## config.mk

```make
export PLATFORM = sky130hd
export DESIGN_NAME = grid_region_live_entity_query
export DESIGN_NICKNAME = d
export VERILOG_FILES = /design/src/hw/rtl/grq_pkg.sv /design/src/hw/rtl/grq_front.sv /design/src/hw/rtl/grq_back.sv /design/src/hw/rtl/grid_region_live_entity_query.sv
export VERILOG_INCLUDE_DIRS = /design/src /design/src/hw/rtl
export SDC_FILE = /design/constraint.sdc
export NUM_CORES = 2
export LEC_CHECK = 0
export BUFFER_PORTS_ARGS = -buffer_cell sky130_fd_sc_hd__buf_2
export CORE_ASPECT_RATIO = 1.25
export CORE_MARGIN = 8
export CORE_UTILIZATION = 45
export CTS_BUF_LIST = sky130_fd_sc_hd__clkbuf_2
export DETAILED_ROUTE_END_ITERATION = 6
export HOLD_SLACK_MARGIN = 0.06
export RECOVER_POWER = 25
export SETUP_SLACK_MARGIN = 0.2
export SLEW_MARGIN = 40
export SYNTH_ARGS = -nofsm -noshare
export SYNTH_HDL_FRONTEND = slang
export SYNTH_HIERARCHICAL = 1
export SYNTH_SLANG_ARGS = --single-unit
```

## constraint.sdc

```tcl
create_clock -name clk_i -period 8.35 [get_ports clk_i]
set_input_delay 1.2525 -clock clk_i [delete_from_list [all_inputs] [get_ports clk_i]]
set_output_delay 1.2525 -clock clk_i [all_outputs]
set_load 0.03 [all_outputs]
```

## src/hw/rtl/grid_region_live_entity_query_defines.svh

```systemverilog
// Assertion macros shared by the live-entity query block.
// Included by the modules that carry concurrent checks; no dependencies.
`ifndef GRID_REGION_LIVE_ENTITY_QUERY_DEFINES_SVH
`define GRID_REGION_LIVE_ENTITY_QUERY_DEFINES_SVH

// Implication checked on every clock edge outside reset.
`define GRQ_ASSERT(label, ante, cons) \
  label: assert property (@(posedge clk_i) disable iff (!rst_ni) (ante) |-> (cons)) \
    else $error("check failed");

// Next-cycle implication checked outside reset.
`define GRQ_ASSERT_NEXT(label, ante, cons) \
  label: assert property (@(posedge clk_i) disable iff (!rst_ni) (ante) |=> (cons)) \
    else $error("check failed");

`endif

```

## src/hw/rtl/grq_pkg.sv

```systemverilog
// Shared types and constants of the live-entity query block.
// No dependencies.
package grq_pkg;

  typedef enum logic [1:0] {
    MODE_LOAD   = 2'd0,
    MODE_DEFEAT = 2'd1,
    MODE_QUERY  = 2'd2,
    MODE_NONE   = 2'd3
  } mode_e;

  typedef enum logic [1:0] {
    FAULT_NONE     = 2'd0,
    FAULT_REGION   = 2'd1,
    FAULT_CAPACITY = 2'd2,
    FAULT_ORDINAL  = 2'd3
  } fault_e;

  localparam logic CFG_PLAN_READY   = 1'b0;
  localparam logic CFG_ENTITY_TOTAL = 1'b1;

  // One classified item as it passes from the front to the back.
  typedef struct packed {
    logic       is_query;
    logic       refused;
    logic [3:0] col_lo;
    logic [3:0] col_hi;
    logic [3:0] row_lo;
    logic [3:0] row_hi;
  } grq_cmd_t;

endpackage

```

## src/hw/rtl/grq_front.sv

```systemverilog
// Front part: accepts items, does loads and defeats, classifies queries.
// Depends on grq_pkg; includes the assertion macro header.
`include "grid_region_live_entity_query_defines.svh"
module grq_front #(
  parameter int GridColumns = 8,
  parameter int GridRows    = 8,
  parameter int MaxEntities = 256,
  parameter int CellAw      = 7,
  parameter int FlagAw      = 8
) (
  input  logic              clk_i,
  input  logic              rst_ni,
  input  logic              start_i,
  input  logic              busy_i,
  input  logic [1:0]        mode_i,
  input  logic [6:0]        cell_index_i,
  input  logic [8:0]        offset_value_i,
  input  logic [7:0]        entity_ordinal_i,
  input  logic [3:0]        first_column_i,
  input  logic [3:0]        column_span_i,
  input  logic [3:0]        first_row_i,
  input  logic [3:0]        row_span_i,
  input  logic              plan_ready_i,
  input  logic [8:0]        total_i,
  input  logic              walk_i,
  input  logic [FlagAw-1:0] walk_addr_i,
  output logic              busy_o,
  output logic              flag_rd_o,
  output logic              tab_we_o,
  output logic [CellAw-1:0] tab_waddr_o,
  output logic [8:0]        tab_wdata_o,
  output logic              cmd_valid_o,
  output grq_pkg::grq_cmd_t cmd_o,
  output logic              simple_valid_o,
  output logic [1:0]        simple_fault_o,
  output logic              simple_newly_o,
  output logic [8:0]        defeated_total_o
);
  import grq_pkg::*;

  localparam int CellCount = GridColumns * GridRows;

  logic              flag_mem [0:MaxEntities-1];
  logic              flag_rd_q;
  logic [FlagAw-1:0] flag_raddr;
  logic              flag_we;
  logic              pend_q, pend_ok_q;
  logic [FlagAw-1:0] pend_ord_q;
  logic              clr_q;
  logic [FlagAw-1:0] clr_idx_q;
  logic [8:0]        count_q;
  logic              take;
  logic [4:0]        col_end, row_end;
  logic              ord_ok;

  assign take    = start_i && !busy_i;
  assign col_end = {1'b0, first_column_i} + {1'b0, column_span_i};
  assign row_end = {1'b0, first_row_i} + {1'b0, row_span_i};
  assign ord_ok  = plan_ready_i && ({1'b0, entity_ordinal_i} < total_i);

  // Offset table write for a load item within range.
  assign tab_we_o    = take && (mode_i == MODE_LOAD) && ({25'd0, cell_index_i} <= CellCount);
  assign tab_waddr_o = CellAw'(cell_index_i);
  assign tab_wdata_o = offset_value_i;

  // The back walks the flags while it is active; otherwise a defeat reads its own flag.
  assign flag_raddr = walk_i ? walk_addr_i : entity_ordinal_i[FlagAw-1:0];
  assign flag_we    = pend_q && pend_ok_q && !flag_rd_q;
  assign flag_rd_o  = flag_rd_q;
  assign busy_o     = clr_q || pend_q;

  // Defeated flag memory: cleared by a pass after reset, one registered read.
  always_ff @(posedge clk_i) begin
    if (clr_q) flag_mem[clr_idx_q] <= 1'b0;
    else if (flag_we) flag_mem[pend_ord_q] <= 1'b1;
    flag_rd_q <= flag_mem[flag_raddr];
  end

  // Clearing pass, pending defeat and the defeated counter.
  always_ff @(posedge clk_i or negedge rst_ni) begin
    if (!rst_ni) begin
      clr_q      <= 1'b1;
      clr_idx_q  <= '0;
      pend_q     <= 1'b0;
      pend_ok_q  <= 1'b0;
      pend_ord_q <= '0;
      count_q    <= '0;
    end else begin
      if (clr_q) begin
        clr_idx_q <= clr_idx_q + 1'b1;
        if (clr_idx_q == FlagAw'(MaxEntities - 1)) clr_q <= 1'b0;
      end
      pend_q <= take && (mode_i == MODE_DEFEAT);
      if (take) begin
        pend_ok_q  <= ord_ok;
        pend_ord_q <= entity_ordinal_i[FlagAw-1:0];
      end
      if (flag_we) count_q <= count_q + 9'd1;
    end
  end
  assign defeated_total_o = count_q;

  // Single-result items and the query command.
  always_comb begin
    simple_valid_o = (take && (mode_i == MODE_LOAD || mode_i == MODE_NONE)) || pend_q;
    simple_newly_o = flag_we;
    simple_fault_o = (pend_q && !pend_ok_q) ? FAULT_ORDINAL : FAULT_NONE;
    cmd_valid_o    = take && (mode_i == MODE_QUERY);
    cmd_o.is_query = 1'b1;
    cmd_o.refused  = !plan_ready_i || column_span_i == 4'd0 || row_span_i == 4'd0 ||
                     {27'd0, col_end} > GridColumns || {27'd0, row_end} > GridRows;
    cmd_o.col_lo   = first_column_i;
    cmd_o.col_hi   = 4'(col_end - 5'd1);
    cmd_o.row_lo   = first_row_i;
    cmd_o.row_hi   = 4'(row_end - 5'd1);
  end

  `GRQ_ASSERT(a_one_kind, take, !(cmd_valid_o && simple_valid_o))
  `GRQ_ASSERT_NEXT(a_count_step, flag_we, count_q == $past(count_q) + 9'd1)
  `GRQ_ASSERT(a_no_load_busy, busy_i, !tab_we_o)
  `GRQ_ASSERT(a_flag_pending, flag_we, pend_q)
endmodule

```

## src/hw/rtl/grq_back.sv

```systemverilog
// Back part: walks the region, gathers, sorts and emits live ordinals.
// Depends on grq_pkg; includes the assertion macro header.
`include "grid_region_live_entity_query_defines.svh"
module grq_back #(
  parameter int GridColumns  = 8,
  parameter int MaxEntities  = 256,
  parameter int MaxResidents = 32,
  parameter int CellAw       = 7,
  parameter int FlagAw       = 8
) (
  input  logic              clk_i,
  input  logic              rst_ni,
  input  logic              cmd_valid_i,
  input  grq_pkg::grq_cmd_t cmd_i,
  output logic              active_o,
  input  logic              tab_we_i,
  input  logic [CellAw-1:0] tab_waddr_i,
  input  logic [8:0]        tab_wdata_i,
  input  logic [8:0]        total_i,
  output logic [FlagAw-1:0] walk_addr_o,
  input  logic              flag_i,
  output logic              res_valid_o,
  output logic              res_has_o,
  output logic [7:0]        res_ord_o,
  output logic              res_last_o,
  output logic [1:0]        res_fault_o
);
  import grq_pkg::*;

  localparam int CntW = $clog2(MaxResidents + 1);
  localparam int IdxW = (MaxResidents > 1) ? $clog2(MaxResidents) : 1;

  typedef enum logic [6:0] {
    S_IDLE  = 7'b0000001,
    S_RDA   = 7'b0000010,
    S_RDB   = 7'b0000100,
    S_RUN   = 7'b0001000,
    S_SORT  = 7'b0010000,
    S_EMIT  = 7'b0100000,
    S_FAULT = 7'b1000000
  } state_e;

  state_e state_q;
  logic [8:0] table_q [0:(1<<CellAw)-1];
  logic [8:0] rd_q;
  logic [8:0] begin_q, end_q, ord_q;
  logic [CellAw-1:0] raddr;
  logic [3:0] col_q, row_q;
  grq_cmd_t cmd_q;
  logic [7:0] buf_q [0:MaxResidents-1];
  logic [CntW-1:0] cnt_q, pos_q;
  logic [1:0] fault_q;
  logic pass_q, look_q, swapped_q, dup_q;
  logic [CellAw-1:0] cell_idx;
  logic [IdxW-1:0] p0, p1, pe;

  assign cell_idx = CellAw'({3'd0, row_q} * GridColumns[CellAw-1:0] + {3'd0, col_q});
  assign raddr = (state_q == S_RDA) ? cell_idx : CellAw'(cell_idx + 1'b1);
  assign p0 = IdxW'(pos_q);
  assign p1 = IdxW'(pos_q + 1'b1);
  assign pe = IdxW'(pos_q);
  assign walk_addr_o = ord_q[FlagAw-1:0];

  // Offset table memory; one write port, one registered read.
  always_ff @(posedge clk_i) begin
    if (tab_we_i) table_q[tab_waddr_i] <= tab_wdata_i;
    rd_q <= table_q[raddr];
  end

  assign active_o = (state_q != S_IDLE);

  // Sequencer: read both offsets of each cell, walk its run, then bubble sort and emit.
  always_ff @(posedge clk_i or negedge rst_ni) begin
    if (!rst_ni) begin
      state_q <= S_IDLE;
      cnt_q <= '0;
      pos_q <= '0;
      fault_q <= FAULT_NONE;
      pass_q <= 1'b0;
      look_q <= 1'b0;
      swapped_q <= 1'b0;
      dup_q <= 1'b0;
    end else begin
      unique case (state_q)
        S_IDLE: begin
          if (cmd_valid_i) begin
            cmd_q <= cmd_i;
            col_q <= cmd_i.col_lo;
            row_q <= cmd_i.row_lo;
            cnt_q <= '0;
            dup_q <= 1'b0;
            fault_q <= FAULT_REGION;
            state_q <= cmd_i.refused ? S_FAULT : S_RDA;
          end
        end
        S_RDA: state_q <= S_RDB;
        S_RDB: begin
          begin_q <= rd_q;
          state_q <= S_RUN;
          pass_q <= 1'b0;
          look_q <= 1'b0;
        end
        S_RUN: begin
          if (!pass_q) begin
            end_q <= rd_q;
            ord_q <= begin_q;
            pass_q <= 1'b1;
            if (begin_q > rd_q || rd_q > total_i) begin
              fault_q <= FAULT_REGION;
              state_q <= S_FAULT;
            end
          end else if (ord_q < end_q) begin
            // The flag of an ordinal is read while look_q is low and judged in the next cycle.
            look_q <= !look_q;
            if (look_q) begin
              ord_q <= ord_q + 9'd1;
              if (!flag_i) begin
                if ({{(32-CntW){1'b0}}, cnt_q} >= MaxResidents) begin
                  fault_q <= FAULT_CAPACITY;
                  state_q <= S_FAULT;
                end else begin
                  buf_q[IdxW'(cnt_q)] <= ord_q[7:0];
                  cnt_q <= cnt_q + 1'b1;
                end
              end
            end
          end else if (col_q != cmd_q.col_hi) begin
            col_q <= col_q + 4'd1;
            state_q <= S_RDA;
          end else if (row_q != cmd_q.row_hi) begin
            row_q <= row_q + 4'd1;
            col_q <= cmd_q.col_lo;
            state_q <= S_RDA;
          end else begin
            pos_q <= '0;
            swapped_q <= 1'b0;
            state_q <= S_SORT;
          end
        end
        S_SORT: begin
          // One compare-exchange a cycle; passes repeat until none swaps.
          if (cnt_q < 2 || pos_q + 1'b1 >= cnt_q) begin
            pos_q <= '0;
            swapped_q <= 1'b0;
            if (!swapped_q || cnt_q < 2) begin
              if (dup_q) begin
                fault_q <= FAULT_REGION;
                state_q <= S_FAULT;
              end else begin
                fault_q <= FAULT_NONE;
                state_q <= (cnt_q == '0) ? S_FAULT : S_EMIT;
              end
            end else begin
              dup_q <= 1'b0;
            end
          end else begin
            pos_q <= pos_q + 1'b1;
            if (buf_q[p0] > buf_q[p1]) begin
              buf_q[p0] <= buf_q[p1];
              buf_q[p1] <= buf_q[p0];
              swapped_q <= 1'b1;
            end else if (buf_q[p0] == buf_q[p1]) begin
              dup_q <= 1'b1;
            end
          end
        end
        S_EMIT: begin
          pos_q <= pos_q + 1'b1;
          if (pos_q + 1'b1 == cnt_q) state_q <= S_IDLE;
        end
        S_FAULT: state_q <= S_IDLE;
        default: state_q <= S_IDLE;
      endcase
    end
  end

  assign res_valid_o = (state_q == S_EMIT) || (state_q == S_FAULT);
  assign res_has_o   = (state_q == S_EMIT);
  assign res_ord_o   = (state_q == S_EMIT) ? buf_q[pe] : 8'd0;
  assign res_last_o  = (state_q == S_FAULT) || (pos_q + 1'b1 == cnt_q);
  assign res_fault_o = (state_q == S_EMIT) ? FAULT_NONE : fault_q;

  `GRQ_ASSERT(a_emit_nonempty, state_q == S_EMIT, cnt_q != '0)
  `GRQ_ASSERT(a_emit_clean, state_q == S_EMIT, fault_q == FAULT_NONE)
  `GRQ_ASSERT_NEXT(a_fault_single, state_q == S_FAULT, state_q == S_IDLE)
endmodule

```

## src/hw/rtl/grid_region_live_entity_query.sv

```systemverilog
// Top level of the live-entity region query block.
// Depends on grq_pkg, grq_front and grq_back.
//
// Channel  | Ports                                      | Handshake
// input    | mode_i .. row_span_i                       | start high, busy low
// result   | has_ordinal_o .. defeated_total_o          | done_o high with each beat
// config   | cfg_we_i, cfg_index_i, cfg_wdata_i         | write enable, no wait
//
// After reset a pass over all MAX_ENTITIES flags clears them; busy is high
// throughout. Loads and mode 3 give their result in the cycle after acceptance;
// a defeat reads its flag into a pending register, then gives its result, with
// busy high in between. A query reads both offsets of each cell, reads and
// judges the flag of each entity in the runs, bubble-sorts the gathered
// ordinals and gives one beat per ordinal; busy is high throughout. A refused
// query gives its single result in the cycle after acceptance. Results cannot
// be stalled. The offset table is undefined until loaded.
module grid_region_live_entity_query #(
  parameter int GRID_COLUMNS  = 8,
  parameter int GRID_ROWS     = 8,
  parameter int MAX_ENTITIES  = 256,
  parameter int MAX_RESIDENTS = 32
) (
  input  logic       clk_i,
  input  logic       rst_ni,
  input  logic       start,
  output logic       busy,
  input  logic [1:0] mode_i,
  input  logic [6:0] cell_index_i,
  input  logic [8:0] offset_value_i,
  input  logic [7:0] entity_ordinal_i,
  input  logic [3:0] first_column_i,
  input  logic [3:0] column_span_i,
  input  logic [3:0] first_row_i,
  input  logic [3:0] row_span_i,
  input  logic       cfg_we_i,
  input  logic       cfg_index_i,
  input  logic [8:0] cfg_wdata_i,
  output logic       done_o,
  output logic       has_ordinal_o,
  output logic [7:0] ordinal_out_o,
  output logic       last_o,
  output logic [1:0] fault_code_o,
  output logic       newly_defeated_o,
  output logic [8:0] living_total_o,
  output logic [8:0] defeated_total_o
);
  import grq_pkg::*;

  localparam int CellAw = $clog2(GRID_COLUMNS * GRID_ROWS + 1);
  localparam int FlagAw = (MAX_ENTITIES > 1) ? $clog2(MAX_ENTITIES) : 1;

  logic       plan_ready_q;
  logic [8:0] entity_total_q, total;
  logic       tab_we, cmd_valid, simple_valid, simple_newly, active;
  logic       front_busy, flag_rd;
  logic [FlagAw-1:0] walk_addr;
  logic [CellAw-1:0] tab_waddr;
  logic [8:0] tab_wdata, dcount;
  logic [1:0] simple_fault;
  grq_cmd_t   cmd;
  logic       sv_q, sn_q;
  logic [1:0] sf_q;
  logic       bv, bh, bl;
  logic [7:0] bo;
  logic [1:0] bf;

  // Configuration registers.
  always_ff @(posedge clk_i or negedge rst_ni) begin
    if (!rst_ni) begin
      plan_ready_q   <= 1'b0;
      entity_total_q <= '0;
    end else if (cfg_we_i) begin
      if (cfg_index_i == CFG_PLAN_READY) plan_ready_q <= cfg_wdata_i[0];
      else entity_total_q <= cfg_wdata_i;
    end
  end
  assign total = ({23'd0, entity_total_q} > MAX_ENTITIES) ? 9'(MAX_ENTITIES) : entity_total_q;

  grq_front #(.GridColumns(GRID_COLUMNS), .GridRows(GRID_ROWS),
              .MaxEntities(MAX_ENTITIES), .CellAw(CellAw), .FlagAw(FlagAw)) u_front (
    .clk_i, .rst_ni, .start_i(start), .busy_i(busy),
    .mode_i, .cell_index_i, .offset_value_i, .entity_ordinal_i,
    .first_column_i, .column_span_i, .first_row_i, .row_span_i,
    .plan_ready_i(plan_ready_q), .total_i(total),
    .walk_i(active), .walk_addr_i(walk_addr), .busy_o(front_busy), .flag_rd_o(flag_rd),
    .tab_we_o(tab_we), .tab_waddr_o(tab_waddr), .tab_wdata_o(tab_wdata),
    .cmd_valid_o(cmd_valid), .cmd_o(cmd),
    .simple_valid_o(simple_valid), .simple_fault_o(simple_fault),
    .simple_newly_o(simple_newly), .defeated_total_o(dcount)
  );

  grq_back #(.GridColumns(GRID_COLUMNS), .MaxEntities(MAX_ENTITIES),
             .MaxResidents(MAX_RESIDENTS), .CellAw(CellAw), .FlagAw(FlagAw)) u_back (
    .clk_i, .rst_ni, .cmd_valid_i(cmd_valid), .cmd_i(cmd), .active_o(active),
    .tab_we_i(tab_we), .tab_waddr_i(tab_waddr), .tab_wdata_i(tab_wdata),
    .total_i(total), .walk_addr_o(walk_addr), .flag_i(flag_rd),
    .res_valid_o(bv), .res_has_o(bh), .res_ord_o(bo), .res_last_o(bl),
    .res_fault_o(bf)
  );

  // Result register for single-beat items.
  always_ff @(posedge clk_i or negedge rst_ni) begin
    if (!rst_ni) begin
      sv_q <= 1'b0;
      sn_q <= 1'b0;
      sf_q <= FAULT_NONE;
    end else begin
      sv_q <= simple_valid;
      sn_q <= simple_newly;
      sf_q <= simple_fault;
    end
  end

  assign busy             = active || front_busy;
  assign done_o           = sv_q || bv;
  assign has_ordinal_o    = !sv_q && bh;
  assign ordinal_out_o    = sv_q ? 8'd0 : bo;
  assign last_o           = sv_q || bl;
  assign fault_code_o     = sv_q ? sf_q : bf;
  assign newly_defeated_o = sv_q && sn_q;
  assign defeated_total_o = dcount;
  assign living_total_o   = ((plan_ready_q ? total : 9'd0) >= dcount) ?
                            (plan_ready_q ? total : 9'd0) - dcount : 9'd0;
endmodule

```

; ---- Word level (Yosys, flattened, before mapping)
; Memories as Yosys holds them, arrays and structs flattened. A register that Yosys moved wholly into a read port is not among the register bits.
; Index checks and enable logic that the tools add are counted.
; W data, S select, Z words.
[word_totals]
ff_bits = 114
mem_bits_rw = 1664
out_inout_bits = 33
wordCells = 274
n_memories = 3
[op_classes]
addsub = 14
magnitude_cmp = 13
n_eq_ne = 44
mux = 108
bitwise = 2
reduce_logical = 63
[mem_list]
columns = memory, words, width, read_ports, rd_clocked_by_memory_dff, write_ports, line_no
row1 = u_back.table_q, 128, 9, 1, 1, 1, grq_back.sv:44  ; logic [8:0] table_q [0:(1<<CellAw)-1];
row2 = u_back.buf_q, 32, 8, 2, 0, 2, grq_back.sv:50  ; logic [7:0] buf_q [0:MaxResidents-1];
row3 = u_front.flag_mem, 256, 1, 1, 1, 1, grq_front.sv:43  ; logic flag_mem [0:MaxEntities-1];
[op_table]
columns = operator, n
row1 = $mux W7, 15
row2 = $mux W6, 11
row3 = $mux W9, 6
row4 = $pmux W7 S6, 1
row5 = $mux W4, 10
row6 = $mux W8, 5
row7 = $mux W1, 37
row8 = $mux W2, 12
row9 = $add A9 B1 Y9 const B, 2
row10 = $gt A9 B9 Y1, 2
row11 = $pmux W6 S3, 1
row12 = $ne A2 B2 Y1 const B, 8
row13 = $pmux W4 S2, 2
row14 = $logic_or A1 B1 Y1, 15
row15 = $ne A3 B3 Y1 const B, 5
row16 = $logic_and A1 B1 Y1, 14
row17 = $ne A2 B1 Y1 const B, 7
row18 = $reduce_and A7 Y1, 2
row19 = $add A6 B1 Y6 const B, 2
row20 = $ne A3 B1 Y1 const B, 4
row21 = $ne A4 B4 Y1 const B, 3
row22 = $pmux W6 S2, 1
row23 = $reduce_and A6 Y1, 2
row24 = $add A4 B4 Y5, 2
row25 = other kinds (49), 75

; ---- Logic depth before layout (Yosys ltp)
[logic_depth]
depth_word = 10
ltp_mapped = 26

; ---- Modules after synthesis
; Netlist, hierarchy kept.
[by_module_without_submodules]
columns = module, n_inst, cells_each, area_each_um2, seq_area_each_um2
row1 = grq_back, 1, 4507, 65172.5, 44498.9
row2 = grq_front, 1, 1261, 13818.3, 8409.3
row3 = grid_region_live_entity_query, 1, 140, 1261.2, 350.3

; ---- Worst setup path before layout
; No wires, ideal clock.
[synth_timing]
path_type = reg2reg
start = register u_back.pos_q[0]
end = memory u_back.buf_q[10][0] (enable)
setup_ns = 0.384
arrival_ns = 6.392
required_ns = 7.966
slack_ns = 1.574
stages_incl_launch_ff = 26
n_path_buf = 10
synth_period_minus_slack_ns = 6.776
cell_sequence = dfrtp_1 buf_2 buf_2 buf_4 buf_2 buf_2 inv_1 ha_1 buf_2 clkbuf_1 mux4_2 mux4_2 mux2i_1 ha_1 nor2b_1 o21a_1 o21a_1 o211ai_1 a21o_1 a21oi_4 buf_6 buf_6 buf_4 nor4_1 a21oi_2 o21ai_0
[synth_lines]
columns = item, line_no
row1 = "start, declared", grq_back.sv:51  ; logic [CntW-1:0] cnt_q, pos_q;
row2 = "start signal, assigned", grq_back.sv:157  ; pos_q <= pos_q + 1'b1;
row3 = "start signal, assigned", grq_back.sv:168  ; pos_q <= pos_q + 1'b1;
row4 = "end, declared", grq_back.sv:50

; ---- Worst setup path in the final report
[layout_timing]
start = register u_back.pos_q[0]
end = output port last_o
[layout_between]
elab_chain_cells = 4
[layout_lines]
columns = item, line_no
row1 = $add A6 B1 Y6, -
row2 = $eq A6 B6 Y1, grq_back.sv:180  ; assign res_last_o = (state_q == S_FAULT) || (pos_q + 1'b1 == cnt_q);
row3 = $logic_or A1 B1 Y1, grq_back.sv:180
row4 = via bl, grid_region_live_entity_query.sv:63  ; logic bv, bh, bl;
row5 = $logic_or A1 B1 Y1, grid_region_live_entity_query.sv:118  ; assign last_o = sv_q || bl;
row6 = "end, declared", grid_region_live_entity_query.sv:41  ; output logic last_o,
; The timed path passes the listed nets, and every way through them passes these cells.

==> results.toml <==
[outcome]
outcome = "finished with violations"
failed_checks = "capacitance limit, slew limit"

[logic_synthesis]
ys.warnings.count = 6
synth_cells = 5906
syn-cell-area_mm2 = 0.0802
syn_avg_cell_area_um2 = 13.6
synth_nets = 6050

[detailed_routing]
met1_length_um = 87500
dr.max_layer_used = "met5"
viasPerCell = 5.80
dr_wl_met3_um = 17700
postRouteAntennaNets = 0
drcViolationCount = 0
drt_pass1_iterations = 6
routed-via-count = 51700
wl_per_cell_um = 25.3
wirelength_um = 225000
wl_met2_um = 111000
dr.first_iter.drc_count = 5281

[timing]
drv_slew = 1190
fmax_mhz = 144
tns_ns = 0
hold-worst-slack_ns = 0.445
period_needed_ns = 6.94
tightest_slew_ns = 4.56
post-route-period-util = 0.831
hold_violations = 0
setup_violations = 0
fin_skew_ns = 0.222
max_slew_margin = -2.04
rsz0062_at_grt = "false"
fin_ws_ns = 1.41

[grt]
grt_pass1_wl_um = 330000
antenna_found_initial = 12
gr-total-overflow = 0
grt_max_degree = 165
first_global_vias = 51100
track_usage = 0.227

[floorplanning]
dieArea_mm2 = 0.192
start_util = 0.452
core_area_mm2 = 0.177
rows = 173
die_w_um = 394
ioPinCount = 89
die_y_um = 488

[cells_and_area]
final_util = 0.497
final_layout_size_suffix_gt1_frac = 0.211
fin_area_mm2 = 0.0883
fin_cells = 8915
nNetsFinal = 6382
fill_cells = 15500
area_delta_synth_final_pct = 10.0

[cts]
htreeDepth = 5
cts_resized = 0
clock-root-buffer = "clkbuf_2"
numClockSinks = 1788
cts_tree = "built"
cts_buffer_depth = 4
postCtsSetupBuffers = 0
clock_latency_ns = 1.92
clkSlewWorstSetupHoldPaths_ns = 0.11
cts-buffers-inserted = 442

[critical_path]
cp-start-kind = "flop"
critical-path-top-delay-family = "buffers and inverters"
cp_num_buf_inv = 4
cp-end-kind = "output port"
critical_path_class = "reg -> out"
r2r-start = "u_back/pos_q[1]"
required_ns = 7.10
r2r_setup_slack_ns = 1.60
slowest_stage = "xor2_1"
cp_cell_sequence = "buf_12 > buf_16 > ha_1 > nand3_1 > xor2_1 > inv_2 > ha_1 > nand3_1 > o21ai_0 > or2_2 > buf_2"
worstPathMaxFanout = 69
cpPeakStageDelay_ns = 0.65
startpoint = "u_back/pos_q[0]"
critPathArrivalTime_ns = 5.69

[power_and_ir_drop]
p_total_mw = 17.8
leakage_nw = 29.9
vdd_drop_max_mv = 0.137
p_per_area_mw_per_mm2 = 201

[place]
dp_hpwl_um = 138000
gp_congestion = 0.896
dp.cells = 8040
place_ws_ns = 1.70
portBuffers = 88
placedInstanceArea_mm2 = 0.0833

[hold_path]
hp-class = "in -> reg"
holdCritStartpoint = "column_span_i[0]"

[run]
max_cap_viol_count = 21
==> cell type report <==
class | count | area, um^2 | area share
timing repair buffer | 315 | 2630 | 0.0298
inverter | 104 | 390 | 0.00442
clock buffer | 641 | 3210 | 0.0363
clock inverter | 109 | 542 | 0.00614
antenna | 9 | 22.5 | 0.000255
tap | 2362 | 2960 | 0.0335
sequential | 1788 | 53300 | 0.603
multi-input combinational | 3587 | 25300 | 0.286
==> layout by cell type (no fill, tap or decap), types with 70 or more instances in the layout <==
master         instances
buf_2                 74
edfxtp_1            1711
o22ai_1               70
clkinv_1              86
mux4_2               298
nand3_1              242
nand2_1              995
o21ai_0              101
ha_1                  84
clkbuf_2             641
inv_1                101
o21ai_1              267
nor2_1               373
a21oi_1              276
mux2i_1              141
buf_4                 86
nor2_2                89
dlygate4sd3_1        106
==> path summary, 6_finish.rpt <==
check / endpoint / cells past startpoint
max: last_o / 11
min: u_back/cmd_q[8] / 4
max reg2reg: u_back/buf_q[31][7] / 17
min reg2reg: sf_q[0] / 1
max in group asynchronous: u_back/pos_q[0] / 4
min in group asynchronous: u_front/clr_idx_q[2] / 4
==> power by group <==
| part | internal, mW | switching (mW) | total (mW) |
|---|---|---|---|
| Sequential | 9.87 | 0.113 | 9.98 |
| Combinational | 0.790 | 1.43 | 2.22 |
| Clock | 2.16 | 3.43 | 5.59 |
==> metal layers <==
layer | up-vias | global-route usage
met3 | 458 | 0.0473
met2 | 2254 | 0.380
li1 | 23100 | -
met1 | 25800 | 0.288
met5 | - | 0
met4 | 4 | 0.0964
==> flip-flops by register name (all words and copies together), names as in the netlist, 9 cells and up <==
register                  count
u_back/ord_q                  9
u_back/end_q                  9
u_back/buf_q                256
u_front/defeated_total_o      9
u_front/flag_mem            256
u_back/begin_q                9
u_back/cmd_q                 12
u_back/table_q             1152
u_back/rd_q                   9
entity_total_q                9
==> tightest hold or removal path, cell delays in order <==
cell and delay [ns]:
dlygate4sd3_1 0.53, buf_2 0.12, ha_1 0.11, inv_1 0.07
==> what timing repair did <==
item | 4_1_cts | 5_1_grt
hold buffers | 107 | 0
setup endpoints to repair | 0 | 0
hold endpoints to repair | 844 | 0
Note: power is estimated with default switching activity, not from simulation.
